**src/hdl/assert_macros.svh**
```systemverilog
// Assertion macros shared by the RTL modules of the restriction block.
`ifndef ASSERT_MACROS_SVH
`define ASSERT_MACROS_SVH

// Checks that PROP holds at every rising edge of CLK while reset is released.
`define ASSERT_PROP(LBL, CLK, RST_N, PROP, MSG) \
    LBL: assert property (@(posedge CLK) disable iff (!RST_N) PROP) \
        else $error(MSG);

// Checks that the condition COND never holds at a rising edge of CLK outside reset.
`define ASSERT_NEVER(LBL, CLK, RST_N, COND, MSG) \
    LBL: assert property (@(posedge CLK) disable iff (!RST_N) !(COND)) \
        else $error(MSG);

`endif

```
**src/hdl/mfwr_queue.sv**
```systemverilog
// Short command queue between the front end and the back end.
`default_nettype none
`include "assert_macros.svh"

module mfwr_queue #(
    parameter int WIDTH = 8,
    parameter int DEPTH = 2
) (
    input  logic             i_clk,
    input  logic             i_rst_n,
    input  logic             i_push_valid,
    output logic             o_push_ready,
    input  logic [WIDTH-1:0] i_push_data,
    output logic             o_pop_valid,
    input  logic             i_pop_ready,
    output logic [WIDTH-1:0] o_pop_data
);

    localparam int PW = (DEPTH > 1) ? $clog2(DEPTH) : 1;
    localparam int NW = $clog2(DEPTH + 1);

    logic [WIDTH-1:0] r_slot [DEPTH];
    logic [PW-1:0]    r_wr, n_wr;
    logic [PW-1:0]    r_rd, n_rd;
    logic [NW-1:0]    r_count, n_count;
    logic             push;
    logic             pop;

    assign o_push_ready = (int'(r_count) < DEPTH);
    assign o_pop_valid  = (r_count != '0);
    assign o_pop_data   = r_slot[r_rd];
    assign push         = i_push_valid && o_push_ready;
    assign pop          = o_pop_valid && i_pop_ready;

    always_comb begin
        n_wr    = r_wr;
        n_rd    = r_rd;
        n_count = r_count;
        if (push) begin
            n_wr = (r_wr == PW'(DEPTH - 1)) ? '0 : r_wr + 1'b1;
        end
        if (pop) begin
            n_rd = (r_rd == PW'(DEPTH - 1)) ? '0 : r_rd + 1'b1;
        end
        if (push && !pop) begin
            n_count = r_count + 1'b1;
        end else if (pop && !push) begin
            n_count = r_count - 1'b1;
        end
    end

    always_ff @(posedge i_clk) begin
        if (!i_rst_n) begin
            r_wr    <= '0;
            r_rd    <= '0;
            r_count <= '0;
        end else begin
            r_wr    <= n_wr;
            r_rd    <= n_rd;
            r_count <= n_count;
        end
    end

    always_ff @(posedge i_clk) begin
        if (push) begin
            r_slot[r_wr] <= i_push_data;
        end
    end

    `ASSERT_PROP(a_count_bound, i_clk, i_rst_n,
        int'(r_count) <= DEPTH,
        "queue fill count above its depth")
    `ASSERT_PROP(a_count_grows, i_clk, i_rst_n,
        (push && !pop) |=> (r_count == $past(r_count) + 1'b1),
        "queue fill count did not follow a lone push")

endmodule

`default_nettype wire

```
**config.mk**
```make
export PLATFORM = sky130hd
export DESIGN_NAME = mfwr_queue
export DESIGN_NICKNAME = d
export VERILOG_FILES = /design/src/hdl/mfwr_queue.sv
export VERILOG_INCLUDE_DIRS = /design/src /design/src/hdl
export SDC_FILE = /design/constraint.sdc
export NUM_CORES = 1
export LEC_CHECK = 0
export ABC_AREA = 1
export BUFFER_PORTS_ARGS = -buffer_cell sky130_fd_sc_hd__buf_4
export CORE_MARGIN = 2
export CORE_UTILIZATION = 25
export CTS_BUF_LIST = sky130_fd_sc_hd__clkbuf_8
export DETAILED_ROUTE_END_ITERATION = 16
export MAX_ROUTING_LAYER = met4
export PLACE_DENSITY_LB_ADDON = 0.08
export SETUP_SLACK_MARGIN = 0.2
export SLEW_MARGIN = 20
export SYNTH_ARGS = -nofsm -noshare
export SYNTH_HDL_FRONTEND = slang
export SYNTH_SLANG_ARGS = --single-unit
```
**constraint.sdc**
```tcl
create_clock -name i_clk -period 1.4 [get_ports i_clk]
set_input_delay 0.07 -clock i_clk [delete_from_list [all_inputs] [get_ports i_clk]]
set_output_delay 0.07 -clock i_clk [all_outputs]
set_load 0.005 [all_outputs]
```
# Yosys cells after proc, flatten, opt, wreduce, memory -nomap -nowiden
# Memory sizes are Yosys's and may differ from the RTL's. A register that Yosys moved wholly into a read port is not among the register bits.
# Cells that the tools add are included.
# W data, S select, Z words.
# totals
ram_bits	16
mem_bits_ro	0
regBits	4
wordCells	25
n_memories	1
latchBits	0
# op_classes
div_mod_pow	0
shift	0
magnitude_cmp	1
n_reduce_logical	8
add_sub_neg	4
bitwise_logic	0
muxes	8
mul	0
n_eq_ne	0
# mem_list
memory	words	word_bits	rd	rd_ports_with_merged_regs	wr	line	text
r_slot	2	8	1	1	1	mfwr_queue.sv:22	logic [WIDTH-1:0] r_slot [DEPTH];
# op_table
op	count
$mux W1	6
$logic_and A1 B1 Y1	4
$mux W2	2
$reduce_bool A2 Y1	2
$add A1 B1 Y1 const B	2
$add A2 B1 Y2 const B	1
$logic_not A1 Y1	2
$lt A2 B2 Y1 const B	1
$sub A2 B1 Y2 const B	1

# Logic depth before layout (Yosys ltp)
# depth
ltp_word	6
ltp_mapped	10
mapped_depth_nobuf	10

# Worst setup path after synthesis
# No wires, ideal clock.
# synth_path
path_type	register to register
from	register r_count[0]
to	register r_count[1]
path_stages_with_launch	9
arrival_ns	1.142
period_less_slack_ns	1.206
required_ns	1.336
n_path_buf	0
setup_slack_ns	0.194
path_cell_list	dfxtp_1 -> o21a_1 -> inv_1 -> ha_1 -> inv_1 -> nand3_1 -> nand2_1 -> inv_1 -> nor2_1
# synth_between
elab_chain_len	5
word_cells_on_any_way	13
classes_between	2 x add/sub; 1 x order compare; 2 x mux; 8 x reduce/logical
# synth_lines
element	line	text
start, declared	mfwr_queue.sv:25	logic [NW-1:0] r_count, n_count;
start signal, assigned	mfwr_queue.sv:60	r_count <= n_count;
$lt A2 B2 Y1 or $reduce_bool A2 Y1 (tied branches)	mfwr_queue.sv:29, mfwr_queue.sv:30	
$logic_and A1 B1 Y1, on equally long branches	mfwr_queue.sv:32, mfwr_queue.sv:33	
$logic_not A1 Y1, on equally long branches	mfwr_queue.sv:47, mfwr_queue.sv:45	
$logic_and A1 B1 Y1, on equally long branches	mfwr_queue.sv:47, mfwr_queue.sv:45	
$reduce_bool A2 Y1 (no line) or $mux W2 (tied branches)	--	
# Parallel ways exist; a longest one is shown, timed or not. The select of a mux whose other input is x is not followed.
# A chain may end at the register's enable or synchronous reset.

==> flow_metrics.py <==
metrics = {
    "outcome": {
        "status": "complete, no violations",
    },
    "critical_path": {
        "cpLargestDelayFamily": "flip-flops",
        "r2r_worst_path_depth": 7,
        "worstPathBufferInverterCount": 2,
        "crit_type": "flop to output port",
        "critical_path_required_ns": 1.33,
        "crit_path_max_fanout": 8,
        "ff2ff_setup_slack_ns": 0.22,
        "critical_path_launch_point_type": "flop",
        "crit_path_top_delay_cell": "sky130_fd_sc_hd__dfxtp_2",
        "crit_chain": "buf_8, mux2_4, buf_6",
        "end_kind": "output port",
        "worst-endpoint-arrival_ns": 1.16,
        "timing.rr.start": "r_count[1]",
        "reg2reg_to": "r_count[1]",
        "cpPeakStageDelay_ns": 0.33,
    },
    "grt": {
        "grt_pass1_vias": 545,
        "global_route.overflow_total": 0,
        "grtUsageTotal_pct": 8.201,
        "grt_max_degree": 12,
        "global_route_wire_length_before_repair_mm": 2.373,
        "antenna_violations_before_repair": 0,
    },
    "pwr": {
        "irDropWorstVdd_uv": 821.6,
        "pwr_density_cell_mw_per_mm2": 1686,
        "power.static_leakage_nw": 0.5477,
    },
    "worst_hold_path": {
        "hold_class": "primary input to flop",
        "timing.hold.worst.start": "i_rst_n",
        "min_path_cells": 3,
        "worst_hold_path.endpoint": "r_count[0]",
    },
    "placed_design": {
        "gp_routability_congestion": 0.7271,
        "io_buffers": 21,
        "place.detailed.instances": 129,
    },
    "synthesis": {
        "ys_ff_latch": 21,
        "synth_top_area_cell": "sky130_fd_sc_hd__edfxtp_1",
        "synth.lib_cells_used.distinct": 16,
        "synth.area.top_cells": "sky130_fd_sc_hd__edfxtp_1, sky130_fd_sc_hd__mux2_4, sky130_fd_sc_hd__dfxtp_1, sky130_fd_sc_hd__inv_1, sky130_fd_sc_hd__nand2_1",
        "synth_top_area_share_pct": 56.47,
        "post_synthesis_cell_count": 60,
        "synth_nets": 73,
        "ys_seq_area_share_pct": 68.24,
        "cell_area_after_technology_mapping_sq_um": 850.8,
        "synth_area_per_cell_sq_um": 14.18,
        "ys_warn_count": 0,
    },
    "drt": {
        "drc": 0,
        "wl_mm": 1.492,
        "drt_first_pass_iters": 3,
        "dr_iter_0_viols": 4,
        "dr_wl_met2_um": 770,
        "routed_wire_length_per_instance_um": 10.29,
        "top_layer": "met4",
        "wl_met3_um": 89,
        "drt-vias-per-instance": 3.800,
        "met1_length_um": 622,
        "route.vias.total": 551,
        "drtAntennaViolNets": 0,
    },
    "clocking": {
        "cts.root.buffer_cell": "sky130_fd_sc_hd__clkbuf_8",
        "cts_htree_levels": 1,
        "cts-buffers-inserted": 3,
        "cts.sink_count": 21,
        "clock_network_latency_to_the_later_pin_of_the_worst_skew_pair_ns": 0.25,
        "tritoncts": "yes",
        "ctsLongestPathBuffers": 2,
        "clk_pin_slew_worst_paths_ns": 0.07,
    },
    "floorplanning": {
        "ios": 22,
        "die_area_sq_mm": 0.003886,
        "die-width_um": 62.34,
        "fp.coreArea_sq_mm": 0.003311,
        "floorplan.rows": 21,
        "die_height_um": 62.34,
        "starting_density_of_the_core_pct": 25.70,
    },
    "sta": {
        "slew_headroom_pct": 91.36,
        "fin_tns_setup_ns": 0,
        "tightestPinTransition_ns": 0.1291,
        "final-hold-violation-count": 0,
        "clock.fmax_ghz": 0.8150,
        "finalWorstPathRequiredPeriod_ns": 1.227,
        "timing.clock.skew_ns": 0.005506,
        "setup_viol": 0,
        "final_max_slew_viol_count": 0,
        "period_share_pct": 87.64,
        "setup_repair_after_global_routing_missed_its_margin": "true",
    },
    "finish": {
        "final_cells": 145,
        "layout.cells.most_common_list": "sky130_fd_sc_hd__buf_4, sky130_fd_sc_hd__edfxtp_1, sky130_fd_sc_hd__buf_6, sky130_fd_sc_hd__mux2_4, sky130_fd_sc_hd__dlygate4sd3_1",
        "finalCoreUtilization_pct": 39.64,
        "antennaDiodeCount": 0,
        "final_common_cell": "sky130_fd_sc_hd__buf_4",
        "final_net_count": 113,
        "drive_above_1_share_pct": 53.54,
        "synthToLayoutAreaGrowth_pct": 54.26,
    },
    "job": {
        "cap_violations": 0,
    },
}
==> power by group <==
| group | total [mW] | internal (mW) | switching (mW) | leakage [nW] |
|---|---|---|---|---|
| Sequential | 0.865 | 0.816 | 0.0482 | 0.191 |
| Clock | 0.368 | 0.195 | 0.173 | 0.0269 |
| Combinational | 0.981 | 0.567 | 0.413 | 0.330 |
| Total | 2.21 | 1.58 | 0.635 | 0.548 |
==> sequential cells by signal (all words and copies together) (netlist names), named ones only <==
signal and cells:
r_count 2, r_wr 1, r_rd 1, r_slot 16
==> worst min-delay path: stages <==
cell and delay (ns):
sky130_fd_sc_hd__buf_4 0.13, sky130_fd_sc_hd__o21ai_2 0.06, sky130_fd_sc_hd__a21oi_2 0.03
==> cell usage after synthesis <==
library cell               number
sky130_fd_sc_hd__nor2_1         6
sky130_fd_sc_hd__nand4_1        1
sky130_fd_sc_hd__o21ai_0        1
sky130_fd_sc_hd__inv_1          6
sky130_fd_sc_hd__buf_6          1
sky130_fd_sc_hd__o21ai_1        1
sky130_fd_sc_hd__mux2_4         8
sky130_fd_sc_hd__a21oi_1        2
sky130_fd_sc_hd__edfxtp_1      16
sky130_fd_sc_hd__o21a_1         1
sky130_fd_sc_hd__ha_1           1
sky130_fd_sc_hd__nand2_2        2
sky130_fd_sc_hd__nand2_1        6
sky130_fd_sc_hd__dfxtp_1        5
sky130_fd_sc_hd__inv_2          2
sky130_fd_sc_hd__nand3_1        1
==> how the worst max path moves through the flow <==
stage | startpoint | to | slack [ns] | depth (start not counted)
2_1_floorplan | r_count[1] | r_slot[0][0] | 0.19 | 3
3_3_place_gp | r_count[0] | r_count[1] | 0.09 | 8
3_5_place_dp | r_count[0] | r_count[1] | 0.10 | 8
4_1_cts | flop | o_pop_data[2] | 0.15 | 3
5_1_grt | flop | o_pop_data[1] | 0.14 | 3
6_report | flop | o_pop_data[1] | 0.17 | 3
==> metal layers <==
layer	GRT usage, %	vias to the layer above
met5	-	-
met4	4.167	0
met3	1.993	2
met2	14.27	14
met1	8.681	253
li1	-	282
==> cells by family after synthesis <==
logic type	share of synthesized area, %
DFF	68.24
and+or+nand+nor	8.088
buffers and inverters	4.853
muxes	14.12
AOI/OAI and AO/OA	3.235
adders and majority gates	1.470
==> cell type report <==
type | instances | area (sq um)
inverter | 8 | 32.53
multi-input combinational | 30 | 261.5
timing repair buffer | 36 | 331.6
clock buffer | 3 | 41.29
sequential | 21 | 584.3
tap | 46 | 57.56
clock inverter | 1 | 3.754
fill | 336 | 1998
==> through the flow <==
step / worst slack, ns / total power, mW / hold WS, ns / area, sq um
6_report: 0.1731 / 2.213 / 0.06774 / 1313
5_1_grt: 0.1353 / 2.364 / 0.06739 / 1313
4_1_cts: 0.1527 / 2.074 / 0.0007461 / 1239
3_5_place_dp: 0.1013 / 1.567 / 0.2601 / 1077
3_3_place_gp: 0.08863 / 1.566 / 0.2562 / 1077
2_1_floorplan: 0.1946 / 1.294 / 0.1689 / 850.8
==> what timing repair did <==
item / 4_1_cts / 5_1_grt
gates resized for setup: 13 / 12
hold endpoints to repair: 11 / 4
hold buffers: 6 / 2
buffers inserted: 2 / 2
endpoints found under the setup margin: 10 / 10
pin swaps: 1 / 6
No activity file was read; power rests on OpenSTA's default activity.
