### src/hdl/assert_macros.svh
// Assertion macros shared by the RTL modules of the restriction block.
`ifndef ASSERT_MACROS_SVH
`define ASSERT_MACROS_SVH

// Checks that PROP holds at every rising edge of CLK while reset is released.
`define ASSERT_PROP(LBL, CLK, RST_N, PROP, MSG) \
    LBL: assert property (@(posedge CLK) disable iff (!RST_N) PROP) \
        else $error(MSG);

// Checks that the condition COND never holds at a rising edge of CLK outside reset.
`define ASSERT_NEVER(LBL, CLK, RST_N, COND, MSG) \
    LBL: assert property (@(posedge CLK) disable iff (!RST_N) !(COND)) \
        else $error(MSG);

`endif

### src/hdl/mfwr_pkg.sv
// Shared types and constants of the 3D full-weighting restriction block.
`default_nettype none

package mfwr_pkg;

    localparam int SAMPLE_W   = 32;
    localparam int POINT_W    = 12;
    localparam int FINE_IN_W  = 5;
    localparam int LINE_W     = 4;
    localparam int PLANE_W    = 8;
    localparam int CFG_DATA_W = 8;
    localparam int IN_TDATA_W = 64;
    localparam int AVG_SHIFT  = 6;
    localparam int ACC_W      = SAMPLE_W + AVG_SHIFT;
    localparam int QUEUE_DEPTH = 2;

    // Input item opcodes.
    localparam logic OP_WRITE   = 1'b0;
    localparam logic OP_COMPUTE = 1'b1;

    // Result status codes.
    localparam logic STATUS_OK  = 1'b0;
    localparam logic STATUS_ERR = 1'b1;

    // Configuration register indexes.
    typedef logic t_reg_index;
    localparam t_reg_index REG_LINE_LEN   = 1'b0;
    localparam t_reg_index REG_PLANE_SIZE = 1'b1;

    // Command kinds handed from the front end to the back end.
    typedef logic [1:0] t_kind;
    localparam t_kind KIND_WRITE   = 2'd0;
    localparam t_kind KIND_COMPUTE = 2'd1;
    localparam t_kind KIND_ERROR   = 2'd2;

    typedef struct packed {
        logic [LINE_W-1:0]  line_len;
        logic [PLANE_W-1:0] plane_size;
    } t_cfg;

endpackage

`default_nettype wire

### src/hdl/mfwr_front.sv
// Front end: accepts requests, splits the point number into coordinates.
`default_nettype none
`include "assert_macros.svh"

module mfwr_front
    import mfwr_pkg::*;
#(
    parameter int FINE_DIM = 32,
    localparam int CW = $clog2(FINE_DIM)
) (
    input  logic                  i_clk,
    input  logic                  i_rst_n,
    input  t_cfg                  i_cfg,
    input  logic                  i_valid,
    output logic                  o_ready,
    input  logic                  i_opcode,
    input  logic [FINE_IN_W-1:0]  i_fine_x,
    input  logic [FINE_IN_W-1:0]  i_fine_y,
    input  logic [FINE_IN_W-1:0]  i_fine_z,
    input  logic [SAMPLE_W-1:0]   i_sample,
    input  logic [POINT_W-1:0]    i_point_number,
    output logic                  o_push_valid,
    input  logic                  i_push_ready,
    output t_kind                 o_kind,
    output logic [CW-1:0]         o_x,
    output logic [CW-1:0]         o_y,
    output logic [CW-1:0]         o_z,
    output logic [SAMPLE_W-1:0]   o_sample
);

    localparam int CNT_W = $clog2(POINT_W + 1);

    localparam logic [1:0] ST_IDLE = 2'd0;
    localparam logic [1:0] ST_DIV  = 2'd1;
    localparam logic [1:0] ST_PUSH = 2'd2;

    localparam logic PHASE_PLANE = 1'b0;
    localparam logic PHASE_LINE  = 1'b1;

    logic [1:0]          r_state, n_state;
    t_kind               r_kind, n_kind;
    logic [CW-1:0]       r_x, n_x;
    logic [CW-1:0]       r_y, n_y;
    logic [CW-1:0]       r_z, n_z;
    logic [SAMPLE_W-1:0] r_sample, n_sample;
    logic [POINT_W-1:0]  r_quo, n_quo;
    logic [PLANE_W-1:0]  r_rem, n_rem;
    logic [PLANE_W-1:0]  r_div, n_div;
    logic [CNT_W-1:0]    r_cnt, n_cnt;
    logic                r_phase, n_phase;

    logic [PLANE_W:0]    div_shift;
    logic [PLANE_W:0]    div_sub;
    logic                div_bit;
    logic [PLANE_W-1:0]  div_rem;
    logic [POINT_W-1:0]  q_full;
    logic [POINT_W+1:0]  k_center;
    logic [PLANE_W+1:0]  j_center;
    logic [PLANE_W+1:0]  i_center;
    logic                in_grid;

    // One restoring division step per cycle; the dividend shifts out of the
    // top of r_quo while quotient bits shift in at the bottom.
    always_comb begin
        div_shift = {r_rem, r_quo[POINT_W-1]};
        div_sub   = div_shift - {1'b0, r_div};
        div_bit   = (div_shift >= {1'b0, r_div});
        div_rem   = div_bit ? div_sub[PLANE_W-1:0] : div_shift[PLANE_W-1:0];
        q_full    = {r_quo[POINT_W-2:0], div_bit};
        // Fine centers are twice the 1-based coarse coordinates.
        k_center  = {1'b0, q_full, 1'b0} + (POINT_W + 2)'(2);
        j_center  = {1'b0, q_full[PLANE_W-1:0], 1'b0} + (PLANE_W + 2)'(2);
        i_center  = {1'b0, div_rem, 1'b0} + (PLANE_W + 2)'(2);
        in_grid   = (int'(i_fine_x) < FINE_DIM) && (int'(i_fine_y) < FINE_DIM)
                    && (int'(i_fine_z) < FINE_DIM);
    end

    always_comb begin
        n_state  = r_state;
        n_kind   = r_kind;
        n_x      = r_x;
        n_y      = r_y;
        n_z      = r_z;
        n_sample = r_sample;
        n_quo    = r_quo;
        n_rem    = r_rem;
        n_div    = r_div;
        n_cnt    = r_cnt;
        n_phase  = r_phase;
        unique case (r_state)
            ST_IDLE: begin
                if (i_valid) begin
                    n_sample = i_sample;
                    if (i_opcode == OP_WRITE) begin
                        n_kind = KIND_WRITE;
                        n_x    = CW'(i_fine_x);
                        n_y    = CW'(i_fine_y);
                        n_z    = CW'(i_fine_z);
                        // Writes outside the grid are dropped here.
                        n_state = in_grid ? ST_PUSH : ST_IDLE;
                    end else if ((i_point_number == '0) || (i_cfg.line_len == '0)
                                 || (i_cfg.plane_size == '0)) begin
                        n_kind  = KIND_ERROR;
                        n_state = ST_PUSH;
                    end else begin
                        n_kind  = KIND_COMPUTE;
                        n_quo   = i_point_number - 1'b1;
                        n_rem   = '0;
                        n_div   = i_cfg.plane_size;
                        n_cnt   = CNT_W'(POINT_W);
                        n_phase = PHASE_PLANE;
                        n_state = ST_DIV;
                    end
                end
            end
            ST_DIV: begin
                n_quo = q_full;
                n_rem = div_rem;
                n_cnt = r_cnt - 1'b1;
                if (r_cnt == CNT_W'(1)) begin
                    if (r_phase == PHASE_PLANE) begin
                        if (int'(k_center) >= FINE_DIM - 1) begin
                            n_kind  = KIND_ERROR;
                            n_state = ST_PUSH;
                        end else begin
                            // Second pass splits the remainder by the line length.
                            n_z     = CW'(k_center);
                            n_quo   = {div_rem, {(POINT_W - PLANE_W){1'b0}}};
                            n_rem   = '0;
                            n_div   = PLANE_W'(i_cfg.line_len);
                            n_cnt   = CNT_W'(PLANE_W);
                            n_phase = PHASE_LINE;
                        end
                    end else begin
                        if ((int'(j_center) >= FINE_DIM - 1)
                            || (int'(i_center) >= FINE_DIM - 1)) begin
                            n_kind = KIND_ERROR;
                        end else begin
                            n_y = CW'(j_center);
                            n_x = CW'(i_center);
                        end
                        n_state = ST_PUSH;
                    end
                end
            end
            ST_PUSH: begin
                if (i_push_ready) begin
                    n_state = ST_IDLE;
                end
            end
            default: begin
                n_state = ST_IDLE;
            end
        endcase
    end

    always_ff @(posedge i_clk) begin
        if (!i_rst_n) begin
            r_state <= ST_IDLE;
        end else begin
            r_state <= n_state;
        end
    end

    always_ff @(posedge i_clk) begin
        r_kind   <= n_kind;
        r_x      <= n_x;
        r_y      <= n_y;
        r_z      <= n_z;
        r_sample <= n_sample;
        r_quo    <= n_quo;
        r_rem    <= n_rem;
        r_div    <= n_div;
        r_cnt    <= n_cnt;
        r_phase  <= n_phase;
    end

    assign o_ready      = (r_state == ST_IDLE);
    assign o_push_valid = (r_state == ST_PUSH);
    assign o_kind       = r_kind;
    assign o_x          = r_x;
    assign o_y          = r_y;
    assign o_z          = r_z;
    assign o_sample     = r_sample;

    `ASSERT_PROP(a_div_count_live, i_clk, i_rst_n,
        (r_state == ST_DIV) |-> (r_cnt != '0),
        "divider running with an exhausted step count")

endmodule

`default_nettype wire

### config.mk
export PLATFORM = sky130hd
export DESIGN_NAME = mfwr_front
export DESIGN_NICKNAME = d
export VERILOG_FILES = /design/src/hdl/mfwr_pkg.sv /design/src/hdl/mfwr_front.sv
export VERILOG_INCLUDE_DIRS = /design/src /design/src/hdl
export SDC_FILE = /design/constraint.sdc
export NUM_CORES = 1
export LEC_CHECK = 0
export BUFFER_PORTS_ARGS = -buffer_cell sky130_fd_sc_hd__buf_2
export CAP_MARGIN = 30
export CORE_MARGIN = 2
export CORE_UTILIZATION = 56
export CTS_CLUSTER_DIAMETER = 50
export DETAILED_ROUTE_END_ITERATION = 10
export GPL_ROUTABILITY_DRIVEN = 1
export HOLD_SLACK_MARGIN = 0.05
export PLACE_DENSITY = 0.86
export RECOVER_POWER = 25
export SLEW_MARGIN = 25
export SYNTH_ARGS = -nofsm -noshare
export SYNTH_HDL_FRONTEND = slang
export SYNTH_SLANG_ARGS = --single-unit
### constraint.sdc
create_clock -name i_clk -period 6.8 [get_ports i_clk]
set_input_delay 0.68 -clock i_clk [delete_from_list [all_inputs] [get_ports i_clk]]
set_output_delay 0.68 -clock i_clk [all_outputs]
set_load 0.03 [all_outputs]
Word level (Yosys, flattened, before mapping)
Index checks and enable logic that the tools add are counted.

Register bits: 84. Latch bits: 0. Bits in writable memories: 0. Memory bits (read-only): 0. Bits of input ports: 76. Output and inout bits: 51. Logic and storage cells: 120. Memories kept: 0.

$add $sub $neg: 6. Multipliers: 0. Div/mod/pow operators: 0. Order comparisons: 4. Eq/ne operators: 15. Shift operators: 0. Muxes and demuxes: 68. Bitwise operators: 0. Reductions and logical operators: 16.

Operators by type and width (count): $mux 8 (13); $mux 5 (15); $mux 12 (6); $pmux 8 s2 (2); $pmux 5 s2 (3); $mux 2 (12); $mux 4 (6); $pmux 12 s2 (1); $add 9x2->10 const B (2); $ge 10x5->1 const B (2); $ne 2x2->1 const B (8); $add 13x2->14 const B (1); $ge 14x5->1 const B (1); $logic_not 12->1 (1); $reduce_and 6->1 (2); $sub 12x1->12 const B (1); $reduce_and 5->1 (2); $ge 9x8->1 (1); $logic_not 8->1 (1); $pmux 4 s2 (1); $reduce_and 4->1 (2); $sub 8x8->8 (1); $reduce_and 7->1 (1); $mux 1 (6); other kinds (14) (18).

Depth between registers and ports, before layout
Word-level depth: 9. Depth in mapped cells: 18. Gate-level depth less buffers: 16.

Worst setup path before layout
No wires, ideal clock.

Path kind: reg2reg. Start point: reg r_rem[3]. End point: reg r_div[0], enable pin. Setup time: 386 ps. Data arrival time: 3473 ps. Setup slack: 2941 ps. Cell stages (with the launch flop): 15. Path buffers: 1. Cells stage by stage: edfxtp_1 -> ha_1 -> a21o_1 -> nand2_1 -> nand3_1 -> nor2_4 -> inv_4 -> buf_4 -> ha_1 -> nand3_1 -> xor2_1 -> nand4_1 -> or2_2 -> or2_2 -> a211oi_1.

Cells in the longest elaborated chain, start to end: 5.

Ends and longest elaborated chain: start, declared (RTL line mfwr_front.sv:47) `logic [PLANE_W-1:0] r_rem, n_rem;`; start signal, assigned (RTL line mfwr_front.sv:172) `r_rem <= n_rem;`; $ge 9x8->1 (RTL line mfwr_front.sv:67) `div_bit = (div_shift >= {1'b0, r_div});`; $add 13x2->14 (RTL line mfwr_front.sv:71) `k_center = {1'b0, q_full, 1'b0} + (POINT_W + 2)'(2);`; $ge 14x5->1 (RTL line mfwr_front.sv:122) `if (int'(k_center) >= FINE_DIM - 1) begin`; $ne 2x2->1 (no source line); $reduce_and 7->1 (no source line); end signal, assigned (RTL line mfwr_front.sv:173) `r_div <= n_div;`; end, declared (RTL line mfwr_front.sv:48) `logic [PLANE_W-1:0] r_div, n_div;`.

No other way between the ends. A chain may end at the register's enable or synchronous reset.

Worst setup path in the final report
Start point: reg r_rem[5]. End point: reg r_x[3], in the netlist o_x[3], enable pin.

Cells in the longest elaborated chain, start to end: 7. Elaborated cells on any way between the ends: 10. Classes of those cells: add/sub: 3; order compare: 3; eq/ne: 1; mux: 1; reduce/logical: 2.

Ends and longest elaborated chain: $sub 8x8->8 / $ge 9x8->1 (equally long branches) (RTL line mfwr_front.sv:66, mfwr_front.sv:67); $mux 8 (RTL line mfwr_front.sv:68) `div_rem = div_bit ? div_sub[PLANE_W-1:0] : div_shift[PLANE_W-1:0];`; $add 9x2->10 (RTL line mfwr_front.sv:73) `i_center = {1'b0, div_rem, 1'b0} + (PLANE_W + 2)'(2);`; $ge 10x5->1 (RTL line mfwr_front.sv:136) `|| (int'(i_center) >= FINE_DIM - 1)) begin`; $logic_or 1x1->1 (*) (RTL line mfwr_front.sv:136); $ne 2x2->1 (no source line) (*); $reduce_and 6->1 (no source line) (*); end signal, assigned (RTL line mfwr_front.sv:167) `r_x <= n_x;`; end, declared (RTL line mfwr_front.sv:42) `logic [CW-1:0] r_x, n_x;`.

Mark *: on every way between the ends. The rest lies on a longest branch, timed or not.

==> results.md <==
- GRT overflow: 0
- # resized after CTS: 0
- Power Dens Cells: 259 nW/um2
- CTS tree: built
- Comb power frac: 21.6%
- Post-synthesis sequential area ratio: 59.7%
- Iteration-0 DRC Markers: 186
- Final min period: 4340 ps
- Number of detailed-route iterations in the first pass: 5
- Setup bufs post-CTS: 0
- Worst min path class: input port to flip-flop
- Synth Warn #: 0
- Worst path cell trace: ha_1 > and4b_1 > nand3_1 > a21oi_2 > nor2_4 > inv_4 > nor2_1 > a21oi_1 > ha_1 > nand3_1 > mux2i_1 > o2111ai_1 > nor4_4 > nand4_1 > a21oi_1
- Tightest hold margin: 481 ps
- Max VDD drop: 0.168 mV
- Placed instance area: 4940 um2
- Clock Sinks: 84
- DR vias: 3333
- Critical Path Sink Type: flip-flop
- Worst hold stages: 1
- Commonest non-fill, non-tap cells in the layout: buf_2, edfxtp_1, nand2_1
- Wire per inst: 17.1 um
- R2R Setup Slk: 2460 ps
- P_leak: 0.00212 uW
- R2R cell count: 15
- Port bufs: 126
- Seq pwr share: 48.0%
- Clk Latency, worst-skew pair: 370 ps
- P&R area growth vs syn: 23.2%
- Reg-to-reg endpoint: o_x[3]$_DFFE_PP_
- Finished Cell Area: 5170 um2
- Antenna violations before repair: 0
- Area contributors post-synth: edfxtp_1, nand2_1, ha_1
- FILL cells: 510
- Ys flop type: edfxtp_1
- Post-Syn Area: 4190 um2
- Share of the synthesized area in the top cell type: 58.7%
- Int Pwr: 942 uW
- Most common cell after layout, fill and taps aside: buf_2
- Core Area: 7250 um2
- Syn avg cell area: 11.6 um2
- Tightest Pin Transition: 1670 ps
- Slew Viols, Final: 33
- Final #Nets: 585
- Deepest clock path buffer count: 2
- GR Util All Layers: 25.8%
- Post-synth ARST share: 0%
- Post-synth EDFFs: 82
- Hold Path End: o_sample[6]$_DFFE_PP_
- Yosys reg bits: 84
- Hold_buf cts: 0
- Post-Syn Nets: 453
- CTS H-tree lvls: 3
- Setup_tns: 0 ps
- Clk_skew: 7.92 ps
- Hold Crit Start: i_sample[6]
- Switching pwr: 397 uW
- Library cells used by synthesis: 49
- Pin count of the biggest net entering global routing: 33
- Die height: 90.5 um
- WP buf/inv: 1
- DRC violations left: 0
- MaxCap Viol Count: 1
- Worst r2r src: r_rem[5]$_SDFFCE_PN0P_
- RD Place Congestion: 0.898
- First-pass GRT wire length: 16200 um
- Top Ports: 127
- Slowest stage delay, CP: 790 ps
- Worst Path Required: 6790 ps
- Tot Pwr: 1340 uW
- Dominant cell type by area after synthesis: edfxtp_1
- Critical path's slowest cell: a21oi_1
- WL final: 10300 um
- Vias/cell: 5.56
- Worst slew margin: -11.5%
- Initial Util: 57.8%
- Row count: 31
- Final Hold Fails: 0
- CP Data Arrival Time: 4340 ps
- Clock Power Share: 30.4%
- CP max FO: 17
- Syn Inst Count: 363
- RSZ-0062 raised after global routing: false
- Family with the most delay on the worst path: compound AO/OA/AOI/OAI gates
- CTS Buf Count: 9
- Period utilization: 63.9%
- Kind of critical path: flip-flop to flip-flop
- Post-DRT Antenna Nets: 0
- Die Wd: 90.5 um
- FMAX: 0.230 GHz
- Status: complete, but fails checks
- CP Launch Type: flip-flop
- Clock transition at the registers of the reported paths: 90 ps
- Number of global-route vias before repair: 3273
- Post-DP HPWL: 7550 um
- Clock Tree Root: clkbuf_8
- Layout cells sized above 1: 31.0%
- Ant diodes: 0
- Final setup vio count: 0
- Die area: 8200 um2
- Sw frac: 29.6%
- Failing checks: capacitance limit, slew limit
==> cell type report <==
type                            instances  area [um2]  share of cell area [%]
Multi-Input combinational cell        248        1570                    30.3
Timing Repair Buffer                  131         659                    12.8
Sequential cell                        84        2500                    48.4
Inverter                               21        81.3                    1.57
Clock buffer                           10         138                    2.66
Tap cell                               99         124                    2.40
Clock inverter                          6        95.1                    1.84
==> cell families (layout without fill, tap and decap cells) <==
family                   Yosys count  count (layout)  synth area share, %
AO/OA/AOI/OAI                     57              57                 8.95
XOR/XNOR                          23              23                 4.80
adder cells (fa/ha/maj)           14              14                 4.36
buffers and inverters             31             168                 2.95
flip-flops                        84              84                 59.7
multiplexers                      10              10                 2.66
AND/OR/NAND/NOR                  144             144                 16.6
==> synthesized netlist by cell type, types with 3 or more instances <==
cell type,n
xnor2_1,11
a31oi_1,4
nor3_1,13
clkbuf_1,8
inv_1,20
a21oi_1,16
nor4_1,4
and2_1,9
or3_1,3
nand3_1,8
xor2_1,12
nand2_1,46
mux2i_1,7
nor2b_1,7
edfxtp_1,82
o22ai_1,5
nor2_1,39
a211oi_1,6
o21ai_0,12
ha_1,13
==> state kept, by name (all words and copies together), names as in the netlist <==
name and flops:
o_y 5, r_cnt 4, r_state 2, o_x 5, r_rem 8, r_phase 1
o_z 5, r_div 8, o_kind 2, o_sample 32, r_quo 12
==> stage by stage <==
stage | setup WS, ps | std cells | util, %
after floorplan | 2940 | 363 | -
after global placement | 2780 | 583 | 68.2
after detailed placement | 2530 | 583 | 68.2
after CTS | 2510 | 599 | 71.4
after global routing | 2160 | 599 | 71.2
final | 2460 | 599 | 71.2
==> per-layer routing <==
| layer | global-route usage [%] | vias up | routed length (um) |
|---|---|---|---|
| met5 | 0 | - | 0 |
| met1 | 31.8 | 1568 | 4030 |
| met2 | 43.1 | 169 | 5180 |
| met4 | 11.3 | 0 | 310 |
| li1 | - | 1568 | - |
| met3 | 6.34 | 28 | 753 |
==> worst max path at each step <==
| stage | from | endpoint | slack (ps) | cells past startpoint |
|---|---|---|---|---|
| global route | r_rem[5]$_SDFFCE_PN0P_ | o_x[4]$_DFFE_PP_ | 2160 | 15 |
| floorplan | r_rem[3]$_SDFFCE_PN0P_ | r_div[0]$_DFFE_PP_ | 2940 | 14 |
| global placement | r_rem[3]$_SDFFCE_PN0P_ | o_x[0]$_SDFFCE_PP0P_ | 2780 | 14 |
| finish | r_rem[5]$_SDFFCE_PN0P_ | o_x[3]$_DFFE_PP_ | 2460 | 15 |
| CTS | r_rem[6]$_SDFFCE_PN0P_ | o_y[3]$_DFFE_PP_ | 2510 | 15 |
| detailed placement | r_rem[6]$_SDFFCE_PN0P_ | o_x[4]$_DFFE_PP_ | 2530 | 15 |
==> power groups by stage <==
stage	logic [uW]	clock network (uW)	registers, uW
2_1_floorplan	153	0	691
4_1_cts	288	411	641
5_1_grt	315	429	647
3_3_place_gp	278	0	651
3_5_place_dp	284	0	652
6_report	289	407	643
No activity file was read; power rests on OpenSTA's default activity.
